==> src/rtl/triangle_scanline_span_rasterizer_macros.svh <==
// ----------------------------------------------------------------------------
// Triangle scanline span rasterizer: assertion macros
// Shared concurrent assertion forms, clocked on clk and disabled in reset.
// ----------------------------------------------------------------------------
`ifndef TRIANGLE_SCANLINE_SPAN_RASTERIZER_MACROS_SVH
`define TRIANGLE_SCANLINE_SPAN_RASTERIZER_MACROS_SVH

// same-cycle implication
`define TSR_ASSERT_IMPL(lbl, ante, cons, msg) \
	lbl: assert property (@(posedge clk) disable iff (!arst_n) (ante) |-> (cons)) \
		else $error(msg);

// next-cycle implication
`define TSR_ASSERT_NEXT(lbl, ante, cons, msg) \
	lbl: assert property (@(posedge clk) disable iff (!arst_n) (ante) |=> (cons)) \
		else $error(msg);

`endif

==> src/rtl/tsr_pkg.sv <==
// ----------------------------------------------------------------------------
// tsr_pkg
// Widths, types and controller/datapath command and status for the rasterizer.
// ----------------------------------------------------------------------------
`default_nettype none

package tsr_pkg;

	localparam int X_BITS      = 7;
	localparam int Y_BITS      = 5;
	localparam int COLOUR_BITS = 8;
	localparam int ERR_BITS    = X_BITS + 3;

	typedef logic [X_BITS-1:0]             xcoord_t;
	typedef logic [Y_BITS-1:0]             ycoord_t;
	typedef logic [COLOUR_BITS-1:0]        colour_t;
	typedef logic signed [ERR_BITS-1:0]    err_t;

	typedef enum logic [1:0] {
		DIR_NONE = 2'd0,
		DIR_INC  = 2'd1,
		DIR_DEC  = 2'd2
	} dir_t;

	typedef struct packed {
		logic accept;
		logic load_long;
		logic load_short_upper;
		logic load_short_lower;
		logic step;
		logic emit;
		logic flat;
		logic last;
		logic row_inc;
	} tsr_cmd_t;

	typedef struct packed {
		logic in_fire;
		logic y01_eq;
		logic y12_eq;
		logic row_at_y1;
		logic row_at_y2;
		logic walk_done;
		logic out_free;
	} tsr_sts_t;

endpackage

`default_nettype wire

==> src/rtl/tsr_ifs.sv <==
// ----------------------------------------------------------------------------
// tsr_tri_if / tsr_span_if
// Valid/ready channels for triangles in and spans out.
// ----------------------------------------------------------------------------
`default_nettype none

interface tsr_tri_if;
	import tsr_pkg::*;
	logic    valid;
	logic    ready;
	xcoord_t vertex_a_x;
	ycoord_t vertex_a_y;
	xcoord_t vertex_b_x;
	ycoord_t vertex_b_y;
	xcoord_t vertex_c_x;
	ycoord_t vertex_c_y;
	colour_t fill_colour;

	modport source (output valid, vertex_a_x, vertex_a_y, vertex_b_x, vertex_b_y,
		vertex_c_x, vertex_c_y, fill_colour, input ready);
	modport sink (input valid, vertex_a_x, vertex_a_y, vertex_b_x, vertex_b_y,
		vertex_c_x, vertex_c_y, fill_colour, output ready);
endinterface

interface tsr_span_if;
	import tsr_pkg::*;
	logic    valid;
	logic    ready;
	ycoord_t span_row;
	xcoord_t span_long_x;
	xcoord_t span_short_x;
	colour_t span_colour;
	logic    span_last;

	modport source (output valid, span_row, span_long_x, span_short_x, span_colour,
		span_last, input ready);
	modport sink (input valid, span_row, span_long_x, span_short_x, span_colour,
		span_last, output ready);
endinterface

`default_nettype wire

==> src/rtl/tsr_edge.sv <==
// ----------------------------------------------------------------------------
// tsr_edge
// Bresenham edge walker: one error-term step per cycle until the edge leaves
// the current row or reaches its end point; reports the last column held.
// ----------------------------------------------------------------------------
`default_nettype none

module tsr_edge (
	input  logic            clk,
	input  logic            arst_n,
	input  logic            load,
	input  tsr_pkg::xcoord_t x0,
	input  tsr_pkg::ycoord_t y0,
	input  tsr_pkg::xcoord_t x1,
	input  tsr_pkg::ycoord_t y1,
	input  logic            step,
	input  tsr_pkg::ycoord_t row,
	output logic            done,
	output tsr_pkg::xcoord_t held
);
	import tsr_pkg::*;

	xcoord_t px_q, dx_q, ex_q, held_q;
	ycoord_t py_q, dy_q, ey_q;
	err_t    e_q;
	dir_t    dir_q;

	logic                      past_row, at_end, xstep, ystep;
	logic signed [ERR_BITS:0]  e2, pdx, pdy, e_next;
	xcoord_t                   dx_new;
	ycoord_t                   dy_new;
	dir_t                      dir_new;

	assign past_row = py_q > row;
	assign at_end   = (px_q == ex_q) && (py_q == ey_q);
	assign done     = past_row || at_end;
	assign held     = past_row ? held_q : px_q;

	assign e2     = {e_q, 1'b0};
	assign pdx    = {{(ERR_BITS + 1 - X_BITS){1'b0}}, dx_q};
	assign pdy    = {{(ERR_BITS + 1 - Y_BITS){1'b0}}, dy_q};
	assign xstep  = e2 >= -pdy;
	assign ystep  = e2 <= pdx;
	assign e_next = {e_q[ERR_BITS-1], e_q} - (xstep ? pdy : '0) + (ystep ? pdx : '0);

	assign dx_new  = (x1 > x0) ? x1 - x0 : x0 - x1;
	assign dy_new  = y1 - y0;
	assign dir_new = (x1 > x0) ? DIR_INC : ((x1 < x0) ? DIR_DEC : DIR_NONE);

	always_ff @(posedge clk or negedge arst_n) begin
		if (!arst_n) begin
			px_q   <= '0;
			py_q   <= '0;
			e_q    <= '0;
			dx_q   <= '0;
			dy_q   <= '0;
			dir_q  <= DIR_NONE;
			ex_q   <= '0;
			ey_q   <= '0;
			held_q <= '0;
		end else if (load) begin
			px_q   <= x0;
			py_q   <= y0;
			dx_q   <= dx_new;
			dy_q   <= dy_new;
			dir_q  <= dir_new;
			ex_q   <= x1;
			ey_q   <= y1;
			held_q <= x0;
			e_q    <= err_t'({{(ERR_BITS - X_BITS){1'b0}}, dx_new})
				- err_t'({{(ERR_BITS - Y_BITS){1'b0}}, dy_new});
		end else if (step && !done) begin
			held_q <= px_q;
			e_q    <= e_next[ERR_BITS-1:0];
			if (xstep) begin
				case (dir_q)
					DIR_INC: px_q <= px_q + 1'b1;
					DIR_DEC: px_q <= px_q - 1'b1;
					default: px_q <= px_q;
				endcase
			end
			if (ystep) begin
				py_q <= py_q + 1'b1;
			end
		end
	end

endmodule

`default_nettype wire

==> src/rtl/tsr_datapath.sv <==
// ----------------------------------------------------------------------------
// tsr_datapath
// Vertex sort and hold, row counter, long and short edge walkers, span
// output register.
// ----------------------------------------------------------------------------
`default_nettype none
`include "triangle_scanline_span_rasterizer_macros.svh"

module tsr_datapath (
	input  logic              clk,
	input  logic              arst_n,
	input  tsr_pkg::tsr_cmd_t cmd,
	output tsr_pkg::tsr_sts_t sts,
	tsr_tri_if.sink           triangle,
	tsr_span_if.source        span
);
	import tsr_pkg::*;

	xcoord_t x0_q, x1_q, x2_q;
	ycoord_t y0_q, y1_q, y2_q, row_q;
	colour_t colour_q;

	xcoord_t s0x, s1x, s2x;
	ycoord_t s0y, s1y, s2y;

	logic    in_fire;
	logic    long_done, short_done;
	xcoord_t long_held, short_held;
	logic    short_load;
	xcoord_t sh_x0, sh_x1;
	ycoord_t sh_y0;

	logic    out_valid_q, out_last_q;
	ycoord_t out_row_q;
	xcoord_t out_long_q, out_short_q;
	colour_t out_colour_q;
	logic    out_free;
	xcoord_t long_lo, long_hi;

	assign triangle.ready = cmd.accept;
	assign in_fire        = triangle.valid && cmd.accept;

	// sort by row
	always_comb begin
		xcoord_t tx;
		ycoord_t ty;
		tx = '0;
		ty = '0;
		s0x = triangle.vertex_a_x; s0y = triangle.vertex_a_y;
		s1x = triangle.vertex_b_x; s1y = triangle.vertex_b_y;
		s2x = triangle.vertex_c_x; s2y = triangle.vertex_c_y;
		if (s1y < s0y) begin
			tx = s0x; ty = s0y; s0x = s1x; s0y = s1y; s1x = tx; s1y = ty;
		end
		if (s2y < s0y) begin
			tx = s0x; ty = s0y; s0x = s2x; s0y = s2y; s2x = tx; s2y = ty;
		end
		if (s2y < s1y) begin
			tx = s1x; ty = s1y; s1x = s2x; s1y = s2y; s2x = tx; s2y = ty;
		end
	end

	always_ff @(posedge clk) begin
		if (in_fire) begin
			x0_q     <= s0x; y0_q <= s0y;
			x1_q     <= s1x; y1_q <= s1y;
			x2_q     <= s2x; y2_q <= s2y;
			colour_q <= triangle.fill_colour;
		end
	end

	always_ff @(posedge clk or negedge arst_n) begin
		if (!arst_n) begin
			row_q <= '0;
		end else if (cmd.load_long) begin
			row_q <= y0_q;
		end else if (cmd.row_inc) begin
			row_q <= row_q + 1'b1;
		end
	end

	tsr_edge u_long (
		.clk    (clk),
		.arst_n (arst_n),
		.load   (cmd.load_long),
		.x0     (x0_q),
		.y0     (y0_q),
		.x1     (x2_q),
		.y1     (y2_q),
		.step   (cmd.step),
		.row    (row_q),
		.done   (long_done),
		.held   (long_held)
	);

	assign short_load = cmd.load_short_upper || cmd.load_short_lower;
	assign sh_x0      = cmd.load_short_upper ? x0_q : x1_q;
	assign sh_y0      = cmd.load_short_upper ? y0_q : y1_q;
	assign sh_x1      = cmd.load_short_upper ? x1_q : x2_q;

	tsr_edge u_short (
		.clk    (clk),
		.arst_n (arst_n),
		.load   (short_load),
		.x0     (sh_x0),
		.y0     (sh_y0),
		.x1     (sh_x1),
		.y1     (cmd.load_short_upper ? y1_q : y2_q),
		.step   (cmd.step),
		.row    (row_q),
		.done   (short_done),
		.held   (short_held)
	);

	assign out_free = !out_valid_q || span.ready;

	always_ff @(posedge clk or negedge arst_n) begin
		if (!arst_n) begin
			out_valid_q <= 1'b0;
		end else if (cmd.emit || cmd.flat) begin
			out_valid_q <= 1'b1;
		end else if (span.ready) begin
			out_valid_q <= 1'b0;
		end
	end

	always_ff @(posedge clk) begin
		if (cmd.emit) begin
			out_row_q    <= row_q;
			out_long_q   <= long_held;
			out_short_q  <= short_held;
			out_colour_q <= colour_q;
			out_last_q   <= cmd.last;
		end else if (cmd.flat) begin
			out_row_q    <= y2_q;
			out_long_q   <= x1_q;
			out_short_q  <= x2_q;
			out_colour_q <= colour_q;
			out_last_q   <= 1'b1;
		end
	end

	assign span.valid        = out_valid_q;
	assign span.span_row     = out_row_q;
	assign span.span_long_x  = out_long_q;
	assign span.span_short_x = out_short_q;
	assign span.span_colour  = out_colour_q;
	assign span.span_last    = out_last_q;

	assign sts.in_fire   = in_fire;
	assign sts.y01_eq    = y0_q == y1_q;
	assign sts.y12_eq    = y1_q == y2_q;
	assign sts.row_at_y1 = row_q == y1_q;
	assign sts.row_at_y2 = row_q == y2_q;
	assign sts.walk_done = long_done && short_done;
	assign sts.out_free  = out_free;

	assign long_lo = (x0_q < x2_q) ? x0_q : x2_q;
	assign long_hi = (x0_q < x2_q) ? x2_q : x0_q;

	`TSR_ASSERT_IMPL(a_no_overwrite, cmd.emit || cmd.flat, !out_valid_q || span.ready,
		"span register loaded while a transaction is pending")
	`TSR_ASSERT_IMPL(a_row_bound, cmd.step, row_q <= y2_q, "walking past the bottom row")
	`TSR_ASSERT_IMPL(a_long_in_box, cmd.emit, long_held >= long_lo && long_held <= long_hi,
		"long edge left its bounding box")

endmodule

`default_nettype wire

==> src/rtl/tsr_ctrl.sv <==
// ----------------------------------------------------------------------------
// tsr_ctrl
// Sequencer: accept, edge setup, per-row walk and span emit, flat-bottom span.
// ----------------------------------------------------------------------------
`default_nettype none
`include "triangle_scanline_span_rasterizer_macros.svh"

module tsr_ctrl (
	input  logic              clk,
	input  logic              arst_n,
	input  tsr_pkg::tsr_sts_t sts,
	output tsr_pkg::tsr_cmd_t cmd
);
	import tsr_pkg::*;

	typedef enum logic [4:0] {
		S_IDLE = 5'b00001,
		S_INIT = 5'b00010,
		S_WALK = 5'b00100,
		S_EMIT = 5'b01000,
		S_FLAT = 5'b10000
	} state_t;

	state_t state_q, state_d;
	logic   upper_q, upper_d;

	always_comb begin
		state_d = state_q;
		upper_d = upper_q;
		cmd     = '0;
		case (state_q)
			S_IDLE: begin
				cmd.accept = 1'b1;
				if (sts.in_fire) begin
					state_d = S_INIT;
				end
			end
			S_INIT: begin
				cmd.load_long = 1'b1;
				if (!sts.y01_eq) begin
					cmd.load_short_upper = 1'b1;
					upper_d = 1'b1;
					state_d = S_WALK;
				end else if (sts.y12_eq) begin
					state_d = S_FLAT;
				end else begin
					cmd.load_short_lower = 1'b1;
					upper_d = 1'b0;
					state_d = S_WALK;
				end
			end
			S_WALK: begin
				cmd.step = 1'b1;
				if (sts.walk_done) begin
					state_d = S_EMIT;
				end
			end
			S_EMIT: begin
				if (sts.out_free) begin
					cmd.emit = 1'b1;
					cmd.last = !upper_q && sts.row_at_y2;
					if (upper_q) begin
						if (!sts.row_at_y1) begin
							cmd.row_inc = 1'b1;
							state_d = S_WALK;
						end else if (sts.y12_eq) begin
							state_d = S_FLAT;
						end else begin
							cmd.load_short_lower = 1'b1;
							cmd.row_inc = 1'b1;
							upper_d = 1'b0;
							state_d = S_WALK;
						end
					end else if (sts.row_at_y2) begin
						state_d = S_IDLE;
					end else begin
						cmd.row_inc = 1'b1;
						state_d = S_WALK;
					end
				end
			end
			S_FLAT: begin
				if (sts.out_free) begin
					cmd.flat = 1'b1;
					state_d = S_IDLE;
				end
			end
			default: begin
				state_d = S_IDLE;
			end
		endcase
	end

	always_ff @(posedge clk or negedge arst_n) begin
		if (!arst_n) begin
			state_q <= S_IDLE;
			upper_q <= 1'b0;
		end else begin
			state_q <= state_d;
			upper_q <= upper_d;
		end
	end

	`TSR_ASSERT_NEXT(a_fire_init, sts.in_fire, state_q == S_INIT,
		"accepted triangle did not go to setup")
	`TSR_ASSERT_NEXT(a_last_idle, cmd.emit && cmd.last, state_q == S_IDLE,
		"final span not followed by idle")
	`TSR_ASSERT_IMPL(a_last_lower, cmd.emit && cmd.last, !upper_q,
		"final span flagged in the upper half")

endmodule

`default_nettype wire

==> src/rtl/triangle_scanline_span_rasterizer.sv <==
// ----------------------------------------------------------------------------
// triangle_scanline_span_rasterizer
// Triangle to horizontal span conversion by Bresenham edge walking.
// ----------------------------------------------------------------------------
// Usage:
//  triangle: valid/ready channel, one transaction per triangle (three vertices
//    and a fill colour). Ready is high only while the block is idle.
//  span: valid/ready channel, one transaction per row from the top vertex to
//    the bottom one; span_last marks the final span of a triangle.
//  Sequence: a triangle is accepted and its edges are set up; then for each row
//    both edge walkers step in parallel, one Bresenham step per cycle while
//    walking, and the span register is loaded. A flat bottom adds an extra
//    span for its row.
//  The next triangle is accepted as soon as the last span sits in the output
//    register, while it still waits to be taken.
//  If a span is pending and span.ready is low the sequencer holds in its emit or
//    flat state; nothing is lost. Reset clears the sequencer and empties the output register.
// ----------------------------------------------------------------------------
`default_nettype none

module triangle_scanline_span_rasterizer (
	input  logic       clk,
	input  logic       arst_n,
	tsr_tri_if.sink    triangle,
	tsr_span_if.source span
);
	import tsr_pkg::*;

	tsr_cmd_t cmd;
	tsr_sts_t sts;

	tsr_ctrl u_ctrl (
		.clk    (clk),
		.arst_n (arst_n),
		.sts    (sts),
		.cmd    (cmd)
	);

	tsr_datapath u_dp (
		.clk      (clk),
		.arst_n   (arst_n),
		.cmd      (cmd),
		.sts      (sts),
		.triangle (triangle),
		.span     (span)
	);

endmodule

`default_nettype wire
==> src/flat_wrapper.sv <==
// flat-port wrapper written by rule: the top's interface ports become plain ports
module triangle_scanline_span_rasterizer_flat import tsr_pkg::*;
  (clk, arst_n, triangle_valid, triangle_vertex_a_x, triangle_vertex_a_y, triangle_vertex_b_x, triangle_vertex_b_y, triangle_vertex_c_x, triangle_vertex_c_y, triangle_fill_colour, triangle_ready, span_valid, span_span_row, span_span_long_x, span_span_short_x, span_span_colour, span_span_last, span_ready);
  tsr_tri_if triangle_i ();
  tsr_span_if span_i ();
  input  logic clk;
  input  logic arst_n;
  input wire logic [$bits(triangle_i.valid)-1:0] triangle_valid;
  input wire logic [$bits(triangle_i.vertex_a_x)-1:0] triangle_vertex_a_x;
  input wire logic [$bits(triangle_i.vertex_a_y)-1:0] triangle_vertex_a_y;
  input wire logic [$bits(triangle_i.vertex_b_x)-1:0] triangle_vertex_b_x;
  input wire logic [$bits(triangle_i.vertex_b_y)-1:0] triangle_vertex_b_y;
  input wire logic [$bits(triangle_i.vertex_c_x)-1:0] triangle_vertex_c_x;
  input wire logic [$bits(triangle_i.vertex_c_y)-1:0] triangle_vertex_c_y;
  input wire logic [$bits(triangle_i.fill_colour)-1:0] triangle_fill_colour;
  output wire logic [$bits(triangle_i.ready)-1:0] triangle_ready;
  output wire logic [$bits(span_i.valid)-1:0] span_valid;
  output wire logic [$bits(span_i.span_row)-1:0] span_span_row;
  output wire logic [$bits(span_i.span_long_x)-1:0] span_span_long_x;
  output wire logic [$bits(span_i.span_short_x)-1:0] span_span_short_x;
  output wire logic [$bits(span_i.span_colour)-1:0] span_span_colour;
  output wire logic [$bits(span_i.span_last)-1:0] span_span_last;
  input wire logic [$bits(span_i.ready)-1:0] span_ready;
  assign triangle_i.valid = triangle_valid;
  assign triangle_i.vertex_a_x = triangle_vertex_a_x;
  assign triangle_i.vertex_a_y = triangle_vertex_a_y;
  assign triangle_i.vertex_b_x = triangle_vertex_b_x;
  assign triangle_i.vertex_b_y = triangle_vertex_b_y;
  assign triangle_i.vertex_c_x = triangle_vertex_c_x;
  assign triangle_i.vertex_c_y = triangle_vertex_c_y;
  assign triangle_i.fill_colour = triangle_fill_colour;
  assign triangle_ready = triangle_i.ready;
  assign span_valid = span_i.valid;
  assign span_span_row = span_i.span_row;
  assign span_span_long_x = span_i.span_long_x;
  assign span_span_short_x = span_i.span_short_x;
  assign span_span_colour = span_i.span_colour;
  assign span_span_last = span_i.span_last;
  assign span_i.ready = span_ready;
  triangle_scanline_span_rasterizer u_core (.clk(clk), .arst_n(arst_n), .triangle(triangle_i), .span(span_i));
endmodule
==> config.mk <==
export PLATFORM = sky130hd
export DESIGN_NAME = triangle_scanline_span_rasterizer_flat
export DESIGN_NICKNAME = d
export VERILOG_FILES = /design/src/rtl/tsr_pkg.sv /design/src/rtl/tsr_ifs.sv /design/src/rtl/tsr_edge.sv /design/src/rtl/tsr_datapath.sv /design/src/rtl/tsr_ctrl.sv /design/src/rtl/triangle_scanline_span_rasterizer.sv /design/src/flat_wrapper.sv
export VERILOG_INCLUDE_DIRS = /design/src /design/src/rtl
export SDC_FILE = /design/constraint.sdc
export NUM_CORES = 1
export LEC_CHECK = 0
export ABC_CLOCK_PERIOD_IN_PS = 11900
export BUFFER_PORTS_ARGS = -buffer_cell sky130_fd_sc_hd__buf_2
export CAP_MARGIN = 15
export CORE_MARGIN = 4
export CORE_UTILIZATION = 65
export CTS_BUF_LIST = sky130_fd_sc_hd__clkbuf_4
export CTS_CLUSTER_DIAMETER = 80
export DETAILED_ROUTE_END_ITERATION = 6
export PLACE_DENSITY = 0.81
export SLEW_MARGIN = 30
export SYNTH_ARGS = -nofsm -noshare
export SYNTH_HDL_FRONTEND = slang
export SYNTH_HIERARCHICAL = 1
export SYNTH_SLANG_ARGS = --single-unit
==> constraint.sdc <==
create_clock -name clk -period 11.9 [get_ports clk]
set_input_delay 1.19 -clock clk [delete_from_list [all_inputs] [get_ports clk]]
set_output_delay 1.19 -clock clk [all_outputs]
set_load 0.01 [all_outputs]
==> metrics.json <==
{
  "run_status": {"value": "completed"},
  "final_design_area_no_fill": {"value": 15900, "unit": "sq um"},
  "routed-via-count": {"value": 11614},
  "timing.slew.headroom": {"value": 43.9, "unit": "%"},
  "hold-path-cell-count": {"value": 0},
  "groute.layer.met3.usage": {"value": 4.15, "unit": "%"},
  "hold_buffers": {"value": 0},
  "post-route-drc-count": {"value": 0},
  "clkSinkCount": {"value": 194},
  "fill_cells": {"value": 1716},
  "synth_commonest_cells": {"value": "176 x sky130_fd_sc_hd__inv_1, 140 x sky130_fd_sc_hd__ha_1, 121 x sky130_fd_sc_hd__dfrtp_1, 105 x sky130_fd_sc_hd__nand2_1, 94 x sky130_fd_sc_hd__a21oi_1"},
  "die_area": {"value": 25500, "unit": "sq um"},
  "wire_length_of_the_first_global_routing_pass": {"value": 58.9, "unit": "mm"},
  "required": {"value": 12.27, "unit": "ns"},
  "max_freq": {"value": 0.157, "unit": "GHz"},
  "synth_ff_type": {"value": "sky130_fd_sc_hd__dfrtp_1"},
  "first_global_vias": {"value": 11408},
  "route.antenna.remaining_nets": {"value": 0},
  "postSynthAreaPerCell": {"value": 9.80, "unit": "sq um"},
  "multi_input_comb_area": {"value": 8870, "unit": "sq um"},
  "max-cap-violations": {"value": 0},
  "critPathKind": {"value": "input pin to flip-flop"},
  "synthDistinctLibCells": {"value": 92},
  "dp_hpwl": {"value": 27.0, "unit": "mm"},
  "drt_iter0_drc": {"value": 921},
  "clkTransAtPathRegs": {"value": 0.24, "unit": "ns"},
  "cp_max_fo": {"value": 23},
  "area_growth": {"value": 6.46, "unit": "%"},
  "antenna_found_initial": {"value": 2},
  "grt_setup_unrepaired": {"value": "no"},
  "netlist_instances": {"value": 1529},
  "synthesis.nets": {"value": 1737},
  "timing_hold_violations_final": {"value": 0},
  "netlist.top_cell.by_area": {"value": "sky130_fd_sc_hd__dfrtp_1"},
  "synth-seq-cells": {"value": 194},
  "vertical_die_dimension": {"value": 160, "unit": "microns"},
  "viasPerCell": {"value": 6.16},
  "num-nets-final": {"value": 1795},
  "yosysSeqAreaShare": {"value": 34.8, "unit": "%"},
  "setup.reg_to_reg.worst_slack": {"value": 6.28, "unit": "ns"},
  "class_of_the_most_critical_hold_timing_path": {"value": "flip-flop to flip-flop"},
  "critical_path.startpoint_type": {"value": "input pin"},
  "pin_count_of_the_biggest_net_entering_global_routing": {"value": 74},
  "post-synth-top-area-fraction": {"value": 20.2, "unit": "%"},
  "worst_setup_path_end_kind": {"value": "flip-flop"},
  "port_buffers": {"value": 77},
  "cts_post_setup_buffers_inserted": {"value": 0},
  "crit_arrival": {"value": 6.75, "unit": "ns"},
  "synthArstFlopShare": {"value": 62.9, "unit": "%"},
  "groute.layer.met1.usage": {"value": 41.3, "unit": "%"},
  "period_needed": {"value": 6.39, "unit": "ns"},
  "worst_skew_pair.late_latency": {"value": 0.63, "unit": "ns"},
  "power-per-cell-area": {"value": 82.7, "unit": "nW/um^2"},
  "most_used_routing_layer": {"value": "met2"},
  "placement.cell_area": {"value": 15600, "unit": "sq um"},
  "global_route.usage.met2": {"value": 44.5, "unit": "%"},
  "worstMarginPinSlew": {"value": 0.842, "unit": "ns"},
  "synth_enable_flop_cells": {"value": 72},
  "finalWirelength": {"value": 36.0, "unit": "mm"},
  "seq_area": {"value": 5220, "unit": "sq um"},
  "gr-total-overflow": {"value": 0},
  "layout_worst_path_cycle_share": {"value": 53.7, "unit": "%"},
  "r2r_cells": {"value": 21},
  "clockRootBuffer": {"value": "sky130_fd_sc_hd__clkbuf_4"},
  "gr-usage-all-layers": {"value": 28.2, "unit": "%"},
  "routed_wl_per_cell": {"value": 19.1, "unit": "microns"},
  "coreArea": {"value": 22600, "unit": "sq um"},
  "cts-buffers-inserted": {"value": 17},
  "die_x": {"value": 160, "unit": "microns"},
  "synth.yosys.warnings": {"value": 6},
  "floorplan.initialDensity": {"value": 66.2, "unit": "%"},
  "cts-resized-gates": {"value": 0},
  "postLayoutCoreUtil": {"value": 70.4, "unit": "%"},
  "power": {"value": 0.00132, "unit": "W"},
  "setup_violations": {"value": 0},
  "htree_levels": {"value": 4},
  "fin_skew": {"value": 0.0569, "unit": "ns"},
  "syn-cell-area": {"value": 15000, "unit": "sq um"},
  "power.static_leakage": {"value": 7.54, "unit": "nW"},
  "io_pins": {"value": 78},
  "ir_worst_vdd": {"value": 0.0000767, "unit": "V"},
  "core.rowCount": {"value": 55},
  "ctsLongestPathBuffers": {"value": 2},
  "r2r_start": {"value": "u_core/u_dp/y0_q[0]"},
  "hold_start": {"value": "u_core/u_dp/colour_q[6]"},
  "synth.top_cells.by_area": {"value": "sky130_fd_sc_hd__dfrtp_1 20%, sky130_fd_sc_hd__edfxtp_1 14%, sky130_fd_sc_hd__ha_1 12%"},
  "cts_tree": {"value": "done"},
  "hold_path_end": {"value": "u_core/u_dp/span.span_colour[6]"},
  "slew_viol_final": {"value": 0},
  "rr_endpoint": {"value": "u_core/u_dp/u_short/e_q[5]"},
  "fraction_of_final_layout_cells_with_drive_strength_greater_than_1": {"value": 16.9, "unit": "%"},
  "gpl.final_weighted_congestion": {"value": 0.928},
  "setup-tns-final": {"value": 0, "unit": "ns"},
  "crit_path_start": {"value": "triangle_vertex_a_y[2]"},
  "yosys.cell_count.top_type": {"value": "sky130_fd_sc_hd__inv_1"},
  "drt-pass1-iter-count": {"value": 5}
}
[stage by stage]
step           worst slack [ns]  hold WS [ns]  std cells
2_1_floorplan              5.52         0.400       1529
3_3_place_gp               4.83         0.401       1852
3_5_place_dp               4.66         0.405       1852
4_1_cts                    5.30         0.428       1884
5_1_grt                    5.10         0.426       1886
6_report                   5.51         0.423       1886
[cell families (layout without fill, tap and decap cells)]
kind of cell             after synthesis  in the layout  synth area share (%)
AO/OA/AOI/OAI                        332            332                  15.2
flip-flops                           194            194                  34.8
AND/OR/NAND/NOR                      349            349                  11.8
XOR/XNOR                             111            111                  6.49
multiplexers                         155            155                  11.1
other                                  0              1                     0
adder cells (fa/ha/maj)              163            163                  14.6
buffers and inverters                225            296                  6.06
[flip-flops by register name, indices dropped and copies added (netlist names), 7 cells and up]
name,flops
u_core/u_dp/colour_q,8
u_core/u_dp/span.span_short_x,7
u_core/u_dp/u_short/ex_q,7
u_core/u_dp/span.span_colour,8
u_core/u_dp/x2_q,7
u_core/u_dp/u_long/e_q,10
u_core/u_dp/span.span_long_x,7
u_core/u_dp/u_short/dx_q,7
u_core/u_dp/x1_q,7
u_core/u_dp/u_short/e_q,10
u_core/u_dp/u_short/held_q,7
u_core/u_dp/x0_q,7
u_core/u_dp/u_short/px_q,7
u_core/u_dp/u_long/held_q,7
u_core/u_dp/u_long/ex_q,7
u_core/u_dp/u_long/dx_q,7
u_core/u_dp/u_long/px_q,7
[per-layer routing]
layer,wire [microns],vias to the layer above
li1,-,5504
met1,16300,5604
met2,16300,453
met3,2660,53
met4,723,0
met5,0,-
[cell type report]
class | instances | share of cell area, %
repair buffers | 87 | 2.98
inverters | 177 | 4.20
multi-input cells | 1110 | 55.6
diodes | 1 | 0.0157
clock buffers | 17 | 0.800
clock inverters | 15 | 1.40
flip-flops and latches | 194 | 32.7
well taps | 285 | 2.24
[power by group]
group	leakage [nW]	internal (W)	switching, W	total (W)
Clock	0.179	0.000115	0.000301	0.000416
Combinational	5.15	0.0000810	0.000116	0.000197
Sequential	2.21	0.000705	0	0.000705
[cell usage in the layout, fill, tap and decap left out, types with 22 or more instances in the layout]
| cell type | count |
|---|---|
| sky130_fd_sc_hd__xnor2_1 | 67 |
| sky130_fd_sc_hd__buf_2 | 76 |
| sky130_fd_sc_hd__mux2i_1 | 70 |
| sky130_fd_sc_hd__a21o_1 | 28 |
| sky130_fd_sc_hd__o21ai_0 | 80 |
| sky130_fd_sc_hd__ha_1 | 140 |
| sky130_fd_sc_hd__a21oi_1 | 92 |
| sky130_fd_sc_hd__nand2_1 | 105 |
| sky130_fd_sc_hd__nor3_1 | 22 |
| sky130_fd_sc_hd__nor2_1 | 79 |
| sky130_fd_sc_hd__xor2_1 | 44 |
| sky130_fd_sc_hd__dfrtp_1 | 121 |
| sky130_fd_sc_hd__inv_1 | 175 |
| sky130_fd_sc_hd__nand2b_1 | 25 |
| sky130_fd_sc_hd__nand3_1 | 26 |
| sky130_fd_sc_hd__edfxtp_1 | 72 |
| sky130_fd_sc_hd__mux2_2 | 85 |
[worst max-delay path by stage]
stage	endpoint	cells after the start
floorplan	u_core/u_dp/x2_q[0]	25
global placement	u_core/u_dp/x2_q[0]	22
detailed placement	u_core/u_dp/x2_q[3]	22
CTS	u_core/u_dp/x2_q[2]	22
global route	u_core/u_dp/x1_q[1]	24
finish	u_core/u_dp/x2_q[2]	22
[critical path, cell delays in order]
cell	delay, ns
sky130_fd_sc_hd__buf_2	0.12
sky130_fd_sc_hd__inv_1	0.05
sky130_fd_sc_hd__ha_1	0.30
sky130_fd_sc_hd__a21oi_1	0.25
sky130_fd_sc_hd__o21ai_4	0.13
sky130_fd_sc_hd__a21oi_4	0.55
sky130_fd_sc_hd__a21oi_1	0.24
sky130_fd_sc_hd__ha_1	0.35
sky130_fd_sc_hd__nand2_1	0.09
sky130_fd_sc_hd__a2111oi_0	0.55
sky130_fd_sc_hd__or3_4	0.26
sky130_fd_sc_hd__a21o_4	0.23
sky130_fd_sc_hd__nor2_1	0.08
sky130_fd_sc_hd__a21oi_1	0.20
sky130_fd_sc_hd__inv_1	0.07
sky130_fd_sc_hd__ha_1	0.32
sky130_fd_sc_hd__nand4_1	0.44
sky130_fd_sc_hd__a31oi_1	0.32
sky130_fd_sc_hd__a21oi_1	0.15
sky130_fd_sc_hd__o31ai_2	0.39
sky130_fd_sc_hd__o31ai_4	0.18
sky130_fd_sc_hd__o221a_2	0.28
Note: power is estimated with default switching activity, not from simulation.
